[config.mk]
export PLATFORM = sky130hd
export DESIGN_NAME = text_to_integer_parser_flat
export DESIGN_NICKNAME = d
export VERILOG_FILES = /design/src/hw/rtl/ttoi_pkg.sv /design/src/hw/rtl/ttoi_if.sv /design/src/hw/rtl/ttoi_parse.sv /design/src/hw/rtl/ttoi_result_reg.sv /design/src/hw/rtl/text_to_integer_parser.sv /design/src/flat_wrapper.sv
export SDC_FILE = /design/constraint.sdc
export NUM_CORES = 1
export LEC_CHECK = 0
export ABC_AREA = 1
export BUFFER_PORTS_ARGS = -buffer_cell sky130_fd_sc_hd__buf_2
export CAP_MARGIN = 40
export CORE_MARGIN = 5
export CORE_UTILIZATION = 30
export DETAILED_ROUTE_END_ITERATION = 8
export GPL_TIMING_DRIVEN = 0
export SKIP_CTS_REPAIR_TIMING = 1
export SYNTH_ARGS = -nofsm -noshare
export SYNTH_HDL_FRONTEND = slang
export SYNTH_SLANG_ARGS = --single-unit
[constraint.sdc]
create_clock -name clk -period 10.5 [get_ports clk]
set_clock_uncertainty 0.2 [all_clocks]
set_input_delay 3.15 -clock clk [delete_from_list [all_inputs] [get_ports clk]]
set_output_delay 3.15 -clock clk [all_outputs]
set_load 0.1 [all_outputs]
[src/hw/rtl/ttoi_pkg.sv]
// Shared constants, types and character-class functions for the text to integer parser.
// Depends on nothing; every other file of the block imports it.
package ttoi_pkg;

  localparam int POS_W    = 16;
  localparam int CHAR_W   = 8;
  localparam int BASE_W   = 6;
  localparam int VALUE_W  = 32;
  localparam int STATUS_W = 2;
  localparam int OFFSET_W = 16;
  localparam int PROD_W   = VALUE_W + BASE_W;
  localparam int WIDE_W   = 33;

  localparam logic [POS_W-1:0] POS_MAX = {POS_W{1'b1}};
  localparam logic [WIDE_W-1:0] OFFSET_MAX_WIDE = WIDE_W'({OFFSET_W{1'b1}});
  localparam logic [OFFSET_W-1:0] OFFSET_MAX = {OFFSET_W{1'b1}};

  // Parser phases.
  localparam logic [2:0] PH_DONE   = 3'd0;
  localparam logic [2:0] PH_WS     = 3'd1;
  localparam logic [2:0] PH_SIGN   = 3'd2;
  localparam logic [2:0] PH_ZERO   = 3'd3;
  localparam logic [2:0] PH_ZERO_X = 3'd4;
  localparam logic [2:0] PH_DIGITS = 3'd5;

  // Result status codes.
  localparam logic [STATUS_W-1:0] ST_OK       = 2'd0;
  localparam logic [STATUS_W-1:0] ST_NO_CONV  = 2'd1;
  localparam logic [STATUS_W-1:0] ST_OVERFLOW = 2'd2;

  // Radix values with a meaning of their own.
  localparam logic [BASE_W-1:0] BASE_AUTO  = 6'd0;
  localparam logic [BASE_W-1:0] BASE_ONE   = 6'd1;
  localparam logic [BASE_W-1:0] BASE_OCT   = 6'd8;
  localparam logic [BASE_W-1:0] BASE_DEC   = 6'd10;
  localparam logic [BASE_W-1:0] BASE_HEX   = 6'd16;
  localparam logic [BASE_W-1:0] BASE_MAX   = 6'd36;
  localparam logic [BASE_W-1:0] BASE_RESET = BASE_DEC;

  localparam logic [VALUE_W-1:0] VALUE_SAT_MAX = 32'h7FFF_FFFF;
  localparam logic [VALUE_W-1:0] VALUE_SAT_MIN = 32'h8000_0000;

  // Characters.
  localparam logic [CHAR_W-1:0] CH_0     = "0";
  localparam logic [CHAR_W-1:0] CH_9     = "9";
  localparam logic [CHAR_W-1:0] CH_UC_A  = "A";
  localparam logic [CHAR_W-1:0] CH_UC_F  = "F";
  localparam logic [CHAR_W-1:0] CH_UC_X  = "X";
  localparam logic [CHAR_W-1:0] CH_UC_Z  = "Z";
  localparam logic [CHAR_W-1:0] CH_LC_A  = "a";
  localparam logic [CHAR_W-1:0] CH_LC_F  = "f";
  localparam logic [CHAR_W-1:0] CH_LC_X  = "x";
  localparam logic [CHAR_W-1:0] CH_LC_Z  = "z";
  localparam logic [CHAR_W-1:0] CH_PLUS  = "+";
  localparam logic [CHAR_W-1:0] CH_MINUS = "-";
  localparam logic [CHAR_W-1:0] CH_SPACE = 8'h20;
  localparam logic [CHAR_W-1:0] CH_TAB   = 8'h09;
  localparam logic [CHAR_W-1:0] CH_LF    = 8'h0A;
  localparam logic [CHAR_W-1:0] CH_VT    = 8'h0B;
  localparam logic [CHAR_W-1:0] CH_FF    = 8'h0C;
  localparam logic [CHAR_W-1:0] CH_CR    = 8'h0D;
  localparam logic [CHAR_W-1:0] DIGIT_NONE = 8'hFF;
  localparam logic [CHAR_W-1:0] UC_OFFSET  = CH_UC_A - 8'd10;
  localparam logic [CHAR_W-1:0] LC_OFFSET  = CH_LC_A - 8'd10;

  typedef struct packed {
    logic [2:0]         phase;
    logic [VALUE_W-1:0] acc;
    logic               negative;
    logic [BASE_W-1:0]  base;
    logic [POS_W-1:0]   position;
    logic               digit_seen;
    logic               overflowed;
    logic [POS_W-1:0]   zero_offset;
  } parse_state_t;

  localparam parse_state_t STATE_RESET = '{PH_DONE, '0, 1'b0, '0, '0, 1'b0, 1'b0, '0};

  typedef struct packed {
    logic signed [VALUE_W-1:0] value;
    logic [STATUS_W-1:0]       status;
    logic [OFFSET_W-1:0]       end_offset;
  } result_t;

  // One result item on its way to the output register.
  typedef struct packed {
    logic    emit;
    result_t res;
  } result_xfer_t;

  typedef struct packed {
    parse_state_t st;
    logic         emit;
    result_t      res;
  } step_t;

  function automatic logic is_space(logic [CHAR_W-1:0] c);
    return c inside {CH_SPACE, CH_TAB, CH_LF, CH_VT, CH_CR, CH_FF};
  endfunction

  function automatic logic is_hex(logic [CHAR_W-1:0] c);
    return c inside {[CH_0:CH_9], [CH_UC_A:CH_UC_F], [CH_LC_A:CH_LC_F]};
  endfunction

  function automatic logic [CHAR_W-1:0] digit_of(logic [CHAR_W-1:0] c);
    logic [CHAR_W-1:0] d;
    if (c inside {[CH_0:CH_9]}) begin
      d = c - CH_0;
    end else if (c inside {[CH_UC_A:CH_UC_Z]}) begin
      d = c - UC_OFFSET;
    end else if (c inside {[CH_LC_A:CH_LC_Z]}) begin
      d = c - LC_OFFSET;
    end else begin
      d = DIGIT_NONE;
    end
    return d;
  endfunction

  // Closes the parse and forms the result item.
  function automatic step_t finish(parse_state_t s, logic [POS_W-1:0] e);
    step_t             r;
    logic [WIDE_W-1:0] ew;
    r          = '0;
    r.st       = s;
    r.st.phase = PH_DONE;
    r.emit     = 1'b1;
    ew         = WIDE_W'(e);
    if (s.overflowed) begin
      r.res.value  = s.negative ? VALUE_SAT_MIN : VALUE_SAT_MAX;
      r.res.status = ST_OVERFLOW;
    end else if (!s.digit_seen) begin
      r.res.value  = '0;
      r.res.status = ST_NO_CONV;
      ew           = '0;
    end else begin
      r.res.value  = s.negative ? (VALUE_W'(0) - s.acc) : s.acc;
      r.res.status = ST_OK;
    end
    r.res.end_offset = (ew > OFFSET_MAX_WIDE) ? OFFSET_MAX : ew[OFFSET_W-1:0];
    return r;
  endfunction

  // Folds one character into the accumulator, or ends the parse on a non-digit.
  function automatic step_t take_digit(parse_state_t s, logic [CHAR_W-1:0] c,
                                       logic [POS_W-1:0] p);
    step_t             r;
    logic [CHAR_W-1:0] d;
    logic [PROD_W-1:0] nxt;
    logic [PROD_W-1:0] lim;
    r    = '0;
    r.st = s;
    d    = digit_of(c);
    if (d >= CHAR_W'(s.base)) begin
      r = finish(s, s.digit_seen ? p : '0);
    end else begin
      r.st.digit_seen = 1'b1;
      if (!s.overflowed) begin
        lim = s.negative ? PROD_W'(VALUE_SAT_MIN) : PROD_W'(VALUE_SAT_MAX);
        nxt = PROD_W'(s.acc) * PROD_W'(s.base) + PROD_W'(d);
        if (nxt > lim) begin
          r.st.overflowed = 1'b1;
        end else begin
          r.st.acc = nxt[VALUE_W-1:0];
        end
      end
    end
    return r;
  endfunction

endpackage

[src/hw/rtl/ttoi_if.sv]
// Handshake channels of the text to integer parser: characters in, results out.
// Depends on ttoi_pkg for field widths.
interface ttoi_char_if;
  import ttoi_pkg::*;
  logic              valid;
  logic              ready;
  logic [CHAR_W-1:0] ch;
  logic              first;
  modport source (output valid, output ch, output first, input ready);
  modport sink (input valid, input ch, input first, output ready);
endinterface

interface ttoi_result_if;
  import ttoi_pkg::*;
  logic                      valid;
  logic                      ready;
  logic signed [VALUE_W-1:0] value;
  logic [STATUS_W-1:0]       status;
  logic [OFFSET_W-1:0]       end_offset;
  modport source (output valid, output value, output status, output end_offset, input ready);
  modport sink (input valid, input value, input status, input end_offset, output ready);
endinterface

[src/hw/rtl/ttoi_parse.sv]
// Parser state register and the per-character step logic.
// Depends on ttoi_pkg for the state type, phase codes and digit functions.
module ttoi_parse (
  input  logic                          clk,
  input  logic                          rst,
  input  logic                          accept,
  input  logic [ttoi_pkg::CHAR_W-1:0]   ch,
  input  logic                          first,
  input  logic [ttoi_pkg::BASE_W-1:0]   number_base,
  output ttoi_pkg::result_xfer_t        xfer
);
  import ttoi_pkg::*;

  parse_state_t     state;
  parse_state_t     state_next;
  parse_state_t     s;
  step_t            r;
  logic             active;
  logic             do_begin;
  logic             do_take;
  logic             do_fin;
  logic [POS_W-1:0] fin_end;
  logic [POS_W-1:0] p;

  always_comb begin
    s        = state;
    active   = 1'b1;
    do_begin = 1'b0;
    do_take  = 1'b0;
    do_fin   = 1'b0;
    fin_end  = '0;
    p        = '0;

    if (first) begin
      s       = STATE_RESET;
      s.phase = PH_WS;
      s.base  = number_base;
    end else if (state.phase == PH_DONE || state.phase > PH_DIGITS) begin
      s.phase = PH_DONE;
      active  = 1'b0;
    end

    if (active) begin
      p = s.position;
      if (s.position < POS_MAX) begin
        s.position = s.position + POS_W'(1);
      end
      case (s.phase)
        PH_WS: begin
          if (is_space(ch)) begin
            s.phase = PH_WS;
          end else if (ch == CH_MINUS) begin
            s.negative = 1'b1;
            s.phase    = PH_SIGN;
          end else if (ch == CH_PLUS) begin
            s.phase = PH_SIGN;
          end else begin
            do_begin = 1'b1;
          end
        end
        PH_SIGN: begin
          do_begin = 1'b1;
        end
        PH_ZERO: begin
          if (ch == CH_LC_X || ch == CH_UC_X) begin
            s.phase = PH_ZERO_X;
          end else begin
            if (s.base == BASE_AUTO) begin
              s.base = BASE_OCT;
            end
            s.digit_seen = 1'b1;
            s.phase      = PH_DIGITS;
            do_take      = 1'b1;
          end
        end
        PH_ZERO_X: begin
          if (is_hex(ch)) begin
            s.base  = BASE_HEX;
            s.phase = PH_DIGITS;
            do_take = 1'b1;
          end else begin
            // A lone "0x" counts as just the zero.
            if (s.base == BASE_AUTO) begin
              s.base = BASE_OCT;
            end
            s.digit_seen = 1'b1;
            do_fin       = 1'b1;
            fin_end      = s.zero_offset;
          end
        end
        PH_DIGITS: begin
          do_take = 1'b1;
        end
        default: begin
          s.phase = PH_DONE;
        end
      endcase

      // Start of the number proper, after white space and sign.
      if (do_begin) begin
        if (s.base == BASE_ONE || s.base > BASE_MAX) begin
          do_fin  = 1'b1;
          fin_end = '0;
        end else if ((s.base == BASE_AUTO || s.base == BASE_HEX) && ch == CH_0) begin
          s.phase       = PH_ZERO;
          s.zero_offset = s.position;
        end else begin
          if (s.base == BASE_AUTO) begin
            s.base = BASE_DEC;
          end
          s.phase = PH_DIGITS;
          do_take = 1'b1;
        end
      end
    end

    r      = '0;
    r.st   = s;
    if (do_take) begin
      r = take_digit(s, ch, p);
    end else if (do_fin) begin
      r = finish(s, fin_end);
    end

    state_next = accept ? r.st : state;
    xfer.emit  = accept & r.emit;
    xfer.res   = r.res;
  end

  always_ff @(posedge clk) begin
    if (rst) begin
      state <= STATE_RESET;
    end else begin
      state <= state_next;
    end
  end

endmodule

[src/hw/rtl/ttoi_result_reg.sv]
// Output register that holds one result item until the receiver takes it.
// Depends on ttoi_pkg and the ttoi_result_if channel.
module ttoi_result_reg (
  input  logic                   clk,
  input  logic                   rst,
  input  ttoi_pkg::result_xfer_t xfer,
  output logic                   can_take,
  ttoi_result_if.source          results
);
  import ttoi_pkg::*;

  logic    valid;
  result_t hold;

  always_ff @(posedge clk) begin
    if (rst) begin
      valid <= 1'b0;
    end else if (xfer.emit) begin
      valid <= 1'b1;
    end else if (results.ready) begin
      valid <= 1'b0;
    end
  end

  always_ff @(posedge clk) begin
    if (xfer.emit) begin
      hold <= xfer.res;
    end
  end

  // A new result may land when the slot is empty or is being emptied now.
  assign can_take           = !valid || results.ready;
  assign results.valid      = valid;
  assign results.value      = hold.value;
  assign results.status     = hold.status;
  assign results.end_offset = hold.end_offset;

endmodule

[src/hw/rtl/text_to_integer_parser.sv]
// Top level of the streaming text to integer parser (32-bit signed, strtol rules).
// Depends on ttoi_pkg, ttoi_if, ttoi_parse and ttoi_result_reg.
//
// Usage: characters of a string enter on the chars channel, one item per
// character, with first set on the opening character of each string. The parser
// skips leading white space, takes an optional sign, honors a 0x prefix in radix 0
// and 16, and reads digits in the radix that number_base held when the string
// started. The first character that is not a digit ends the parse and produces
// one item on the results channel: the value, the status and the number of
// characters consumed. Later characters, up to the next first, are dropped.
//
// Throughput is one character per cycle; the result item is valid in the cycle
// after the terminating character is accepted. The 32 by 6 bit multiply-add of
// the accumulator and its compare against the saturation limit set the clock.
//
// While a result waits in the output register and the receiver is not ready,
// the block takes no characters at all; it resumes in the same cycle that the
// receiver takes the waiting item. Reset clears the parser to the done phase,
// empties the output register and sets number_base to 10. The user must write
// it via cfg_we and cfg_wdata only while idle; the block does not enforce this.
module text_to_integer_parser (
  input  logic                        clk,
  input  logic                        rst,
  input  logic                        cfg_we,
  input  logic [ttoi_pkg::BASE_W-1:0] cfg_wdata,
  ttoi_char_if.sink                   chars,
  ttoi_result_if.source               results
);
  import ttoi_pkg::*;

  logic [BASE_W-1:0] number_base;
  logic              accept;
  logic              can_take;
  result_xfer_t      xfer;

  // The radix register; a new string latches it on its first character.
  always_ff @(posedge clk) begin
    if (rst) begin
      number_base <= BASE_RESET;
    end else if (cfg_we) begin
      number_base <= cfg_wdata;
    end
  end

  // A character is taken whenever the output slot could hold any result it makes.
  assign chars.ready = can_take;
  assign accept      = chars.valid && chars.ready;

  ttoi_parse u_parse (
    .clk         (clk),
    .rst         (rst),
    .accept      (accept),
    .ch          (chars.ch),
    .first       (chars.first),
    .number_base (number_base),
    .xfer        (xfer)
  );

  ttoi_result_reg u_result_reg (
    .clk      (clk),
    .rst      (rst),
    .xfer     (xfer),
    .can_take (can_take),
    .results  (results)
  );

  // A result item appears only in the cycle after an accepted character.
  a_result_follows_accept: assert property (@(posedge clk) disable iff (rst)
    $rose(results.valid) |-> $past(accept))
    else $error("result item appeared without an accepted character");

  // The receiver taking a result always frees the input side in the same cycle.
  a_ready_when_drained: assert property (@(posedge clk) disable iff (rst)
    results.ready |-> chars.ready)
    else $error("input stalled although the output slot is draining");

  // A failed conversion reports zero value and zero offset.
  a_no_conv_zero: assert property (@(posedge clk) disable iff (rst)
    (results.valid && results.status == ST_NO_CONV)
      |-> (results.value == '0 && results.end_offset == '0))
    else $error("no-conversion result carries a value or offset");

  // Status is one of the three defined codes whenever a result is shown.
  a_status_code: assert property (@(posedge clk) disable iff (rst)
    results.valid |-> (results.status == ST_OK || results.status == ST_NO_CONV
                       || results.status == ST_OVERFLOW))
    else $error("undefined status code on a result item");

endmodule

[src/flat_wrapper.sv]
// flat-port wrapper written by rule: the top's interface ports become plain ports
module text_to_integer_parser_flat import ttoi_pkg::*;
  (clk, rst, cfg_we, cfg_wdata, chars_valid, chars_ch, chars_first, chars_ready, results_valid, results_value, results_status, results_end_offset, results_ready);
  ttoi_char_if chars_i ();
  ttoi_result_if results_i ();
  input  logic clk;
  input  logic rst;
  input  logic cfg_we;
  input  logic [ttoi_pkg::BASE_W-1:0] cfg_wdata;
  input wire logic [$bits(chars_i.valid)-1:0] chars_valid;
  input wire logic [$bits(chars_i.ch)-1:0] chars_ch;
  input wire logic [$bits(chars_i.first)-1:0] chars_first;
  output wire logic [$bits(chars_i.ready)-1:0] chars_ready;
  output wire logic [$bits(results_i.valid)-1:0] results_valid;
  output wire logic [$bits(results_i.value)-1:0] results_value;
  output wire logic [$bits(results_i.status)-1:0] results_status;
  output wire logic [$bits(results_i.end_offset)-1:0] results_end_offset;
  input wire logic [$bits(results_i.ready)-1:0] results_ready;
  assign chars_i.valid = chars_valid;
  assign chars_i.ch = chars_ch;
  assign chars_i.first = chars_first;
  assign chars_ready = chars_i.ready;
  assign results_valid = results_i.valid;
  assign results_value = results_i.value;
  assign results_status = results_i.status;
  assign results_end_offset = results_i.end_offset;
  assign results_i.ready = results_ready;
  text_to_integer_parser u_core (.clk(clk), .rst(rst), .cfg_we(cfg_we), .cfg_wdata(cfg_wdata), .chars(chars_i), .results(results_i));
endmodule
==> summary.md <==
| Metric | Value |
|---|---|
| Relative contribution of the clock network to total power | 0.296 |
| Post-detailed-route wirelength per cell | 16.7 um |
| Number of clock sinks | 133 |
| Ant diodes | 0 |
| Sequential fraction of design power | 0.313 |
| Worst slack, placed | -2360 ps |
| Wire length on met1 | 23200 um |
| Internal | 1.09 mW |
| Worst Path Max Fanout | 6 |
| Maximum number of pins on one net before global-route repair | 35 |
| TritonCTS clock tree | built |
| Average vias per placed instance | 4.91 |
| Most used DFF post-synth | dfxtp_1 |
| Max-slew headroom at the worst pin | 0.456 |
| Result of the run | complete, no violations |
| Crit path DAT | 10600 ps |
| Half-perimeter wire length after placement | 42100 um |
| Switching share of total power | 0.416 |
| Slew Viols, Final | 0 |
| Most common cell after layout, fill and taps aside | nand2_1 |
| Insertion delay to the later sink of the worst-skew pair | 440 ps |
| Final Cell Area | 19700 sq um |
| Pwr per Cell Area | 94.3 nW/um^2 |
| Fraction of final layout cells sized beyond drive strength 1 | 0.204 |
| Critical path type | in -> reg |
| Final critical path time including I/O delays and setup | 10450 ps |
| Fmax achieved | 95.7 MHz |
| Total power of the final layout | 1.86 mW |
| Portion of the post-synthesis area used by sequential elements | 0.197 |
| Hold Vio Cnt, Final | 0 |
| Yosys synthesis warning count | 0 |
| Final setup violation count | 0 |
| Comb power frac | 0.391 |
| Most frequent cells in the layout | nand2_1, inv_1, nor2_1 |
| Number of synthesized flops with an enable pin | 50 |
| Detailed Route Iter0 Violations | 974 |
| Post-Synthesis Cells | 2290 |
| First-pass DRT Iterations | 6 |
| Tcrit/Tclk final | 0.995 |
| Via count | 15500 |
| Initial Utilization | 0.304 |
| Final Worst Setup Slack | 53.6 ps |
| Routed length on met3 | 2750 um |
| Syn Nets | 2566 |
| Post-synthesis area per instance | 7.01 sq um |
| H-tree Lvls | 4 |
| Leakage power figure | 9.48 nW |
| Worst setup EP type | register |
| Worst setup SP type | input pin |
| Routed length on met2 | 24700 um |
| Overall die width | 241 um |
| Count of input and output buffers | 69 |
| CTS buffer count | 17 |
| Worst supply voltage drop on vdd | 72.6 uV |
| Standard cell core area | 52800 sq um |
| Share of synthesized flip-flops with an asynchronous set or reset | 0 |
| Congestion Overflow GR | 0 |
| Die outline height | 241 um |
| Routed Antenna Nets | 0 |
| Antenna violations before repair | 0 |
| Required time of the critical path | 10660 ps |
| Instance area at placement | 17300 sq um |
| Vias in the first global route | 14900 |
| Unrepaired setup endpoints after global routing | true |
| Count of distinct cell types in the synthesized netlist | 55 |
| Drt total wl | 52500 um |
| Area grow syn2layout | 22.8% |
| Number of synthesized register bits | 133 |
| CTS Root Buffer Type | clkbuf_16 |
| Path category of the worst min-delay check | reg -> reg |
| Count of fill cells added during filler insertion | 5535 |
| Placement Rows | 84 |
| Net switching power of the design | 774 uW |
| Post-Place Cells | 3050 |
| Slowest stage delay, CP | 520 ps |
| Full die area | 58200 sq um |
| Overall Global Routing Usage | 0.176 |
| Uppermost signal routing layer after detailed routing | met4 |
| Clock-pin slew on the worst setup and hold paths | 60 ps |
| Buffer depth of the longest clock path | 2 |
| Worst Max-Slew Pin Slew | 816 ps |
| CP max stage cell | fa_1 |
| Number of top-level pins | 72 |
| Global-route wire length before repair | 81600 um |
| Cell Area, Synth | 16100 sq um |
| Top cell by count, worst path | nand2_1 |
| Final weighted congestion of routability-driven global placement | 0.924 |
| Max cap viols | 0 |
| DR DRC count | 0 |
| Non-filler instance count after layout | 3149 |
| Nets | 2724 |
[per-stage QoR]
step,utilization,hold WS (ps),setup TNS (ps)
3_5_place_dp,0.328,255,-75320
6_report,0.374,262,0
5_1_grt,0.374,281,-9500
4_1_cts,0.338,264,-61520
2_1_floorplan,-,229,0
3_3_place_gp,0.327,251,-80720
[cell usage after synthesis, types with 4 or more instances]
master | instances | area, sq um
a21oi_1 | 180 | 901
a31oi_1 | 10 | 62.6
buf_2 | 18 | 90.1
buf_6 | 7 | 78.8
clkbuf_1 | 43 | 161
clkinv_1 | 7 | 26.3
dfxtp_1 | 83 | 1660
edfxtp_1 | 50 | 1500
fa_1 | 126 | 2520
ha_1 | 130 | 1630
inv_1 | 348 | 1310
inv_2 | 13 | 48.8
nand2_1 | 592 | 2220
nand2_2 | 12 | 75.1
nand2_4 | 4 | 45.0
nand3_1 | 95 | 475
nand4_1 | 46 | 288
nor2_1 | 265 | 995
nor2_2 | 8 | 50.1
nor2_4 | 11 | 124
nor3_1 | 17 | 85.1
o211ai_1 | 9 | 67.6
o21ai_0 | 64 | 320
o21ai_1 | 7 | 35.0
o21bai_1 | 9 | 67.6
o31ai_1 | 16 | 120
xnor2_1 | 17 | 149
xor2_1 | 55 | 482
[critical path: cells and delay by family]
family / cells / cell delay, ps
compound gates: 5 / 730
fa+ha+maj: 7 / 2500
buf+inv: 13 / 1320
simple gates: 27 / 2890
[power groups by stage]
stage / Combinational [mW] / Clock [mW] / Sequential, mW
finish: 0.726 / 0.550 / 0.583
global placement: 0.607 / 0 / 0.595
floorplan: 0.327 / 0 / 0.709
detailed placement: 0.613 / 0 / 0.594
global route: 0.785 / 0.580 / 0.586
CTS: 0.616 / 0.554 / 0.583
[logic make-up (layout without fill, tap and decap cells)]
kind of cell	after synthesis	in the layout	synth area share
and+or+nand+nor	1074	1074	0.288
buffers and inverters	440	611	0.108
adders and majority gates	256	256	0.258
muxes	2	2	0.00132
AOI/OAI and AO/OA	313	313	0.108
xor gates and xnor gates	72	72	0.0393
DFF	133	133	0.197
[layout make-up]
cell class              count  area [sq um]  area share
clock buffers              18           429      0.0218
multi-input cells        1717         12300       0.625
inverters                 368          1430      0.0725
clock inverters            14           103     0.00520
repair buffers            140           972      0.0493
plain buffers              71           433      0.0220
well taps                 688           861      0.0437
flip-flops and latches    133          3160       0.160
[per-layer routing]
metal / track usage / vias up
met5: 0 / -
met4: 0.0648 / 0
met3: 0.0253 / 96
met2: 0.291 / 462
met1: 0.235 / 7313
li1: - / 7588
[sequential cells by signal, summed over array words and instances (netlist names)]
| name | count |
|---|---|
| u_core.number_base | 6 |
| u_core.u_parse.state | 76 |
| u_core.u_result_reg.results.end_offset | 16 |
| u_core.u_result_reg.results.status | 2 |
| u_core.u_result_reg.results.valid | 1 |
| u_core.u_result_reg.results.value | 32 |
[final timing paths]
path              cells after the start  slack [ps]                                  start                               endpoint
setup / recovery                     52          50                            chars_ch[4]  u_core.u_parse.state[53]$_SDFFE_PP0P_
hold / removal                        2         260  u_core.u_parse.state[23]$_SDFFE_PP0P_  u_core.u_parse.state[23]$_SDFFE_PP0P_
setup reg to reg                     49        2690  u_core.u_parse.state[75]$_SDFFE_PP0P_  u_core.u_parse.state[53]$_SDFFE_PP0P_
hold reg to reg                       2         260  u_core.u_parse.state[23]$_SDFFE_PP0P_  u_core.u_parse.state[23]$_SDFFE_PP0P_
(Power assumes the default switching activity.)
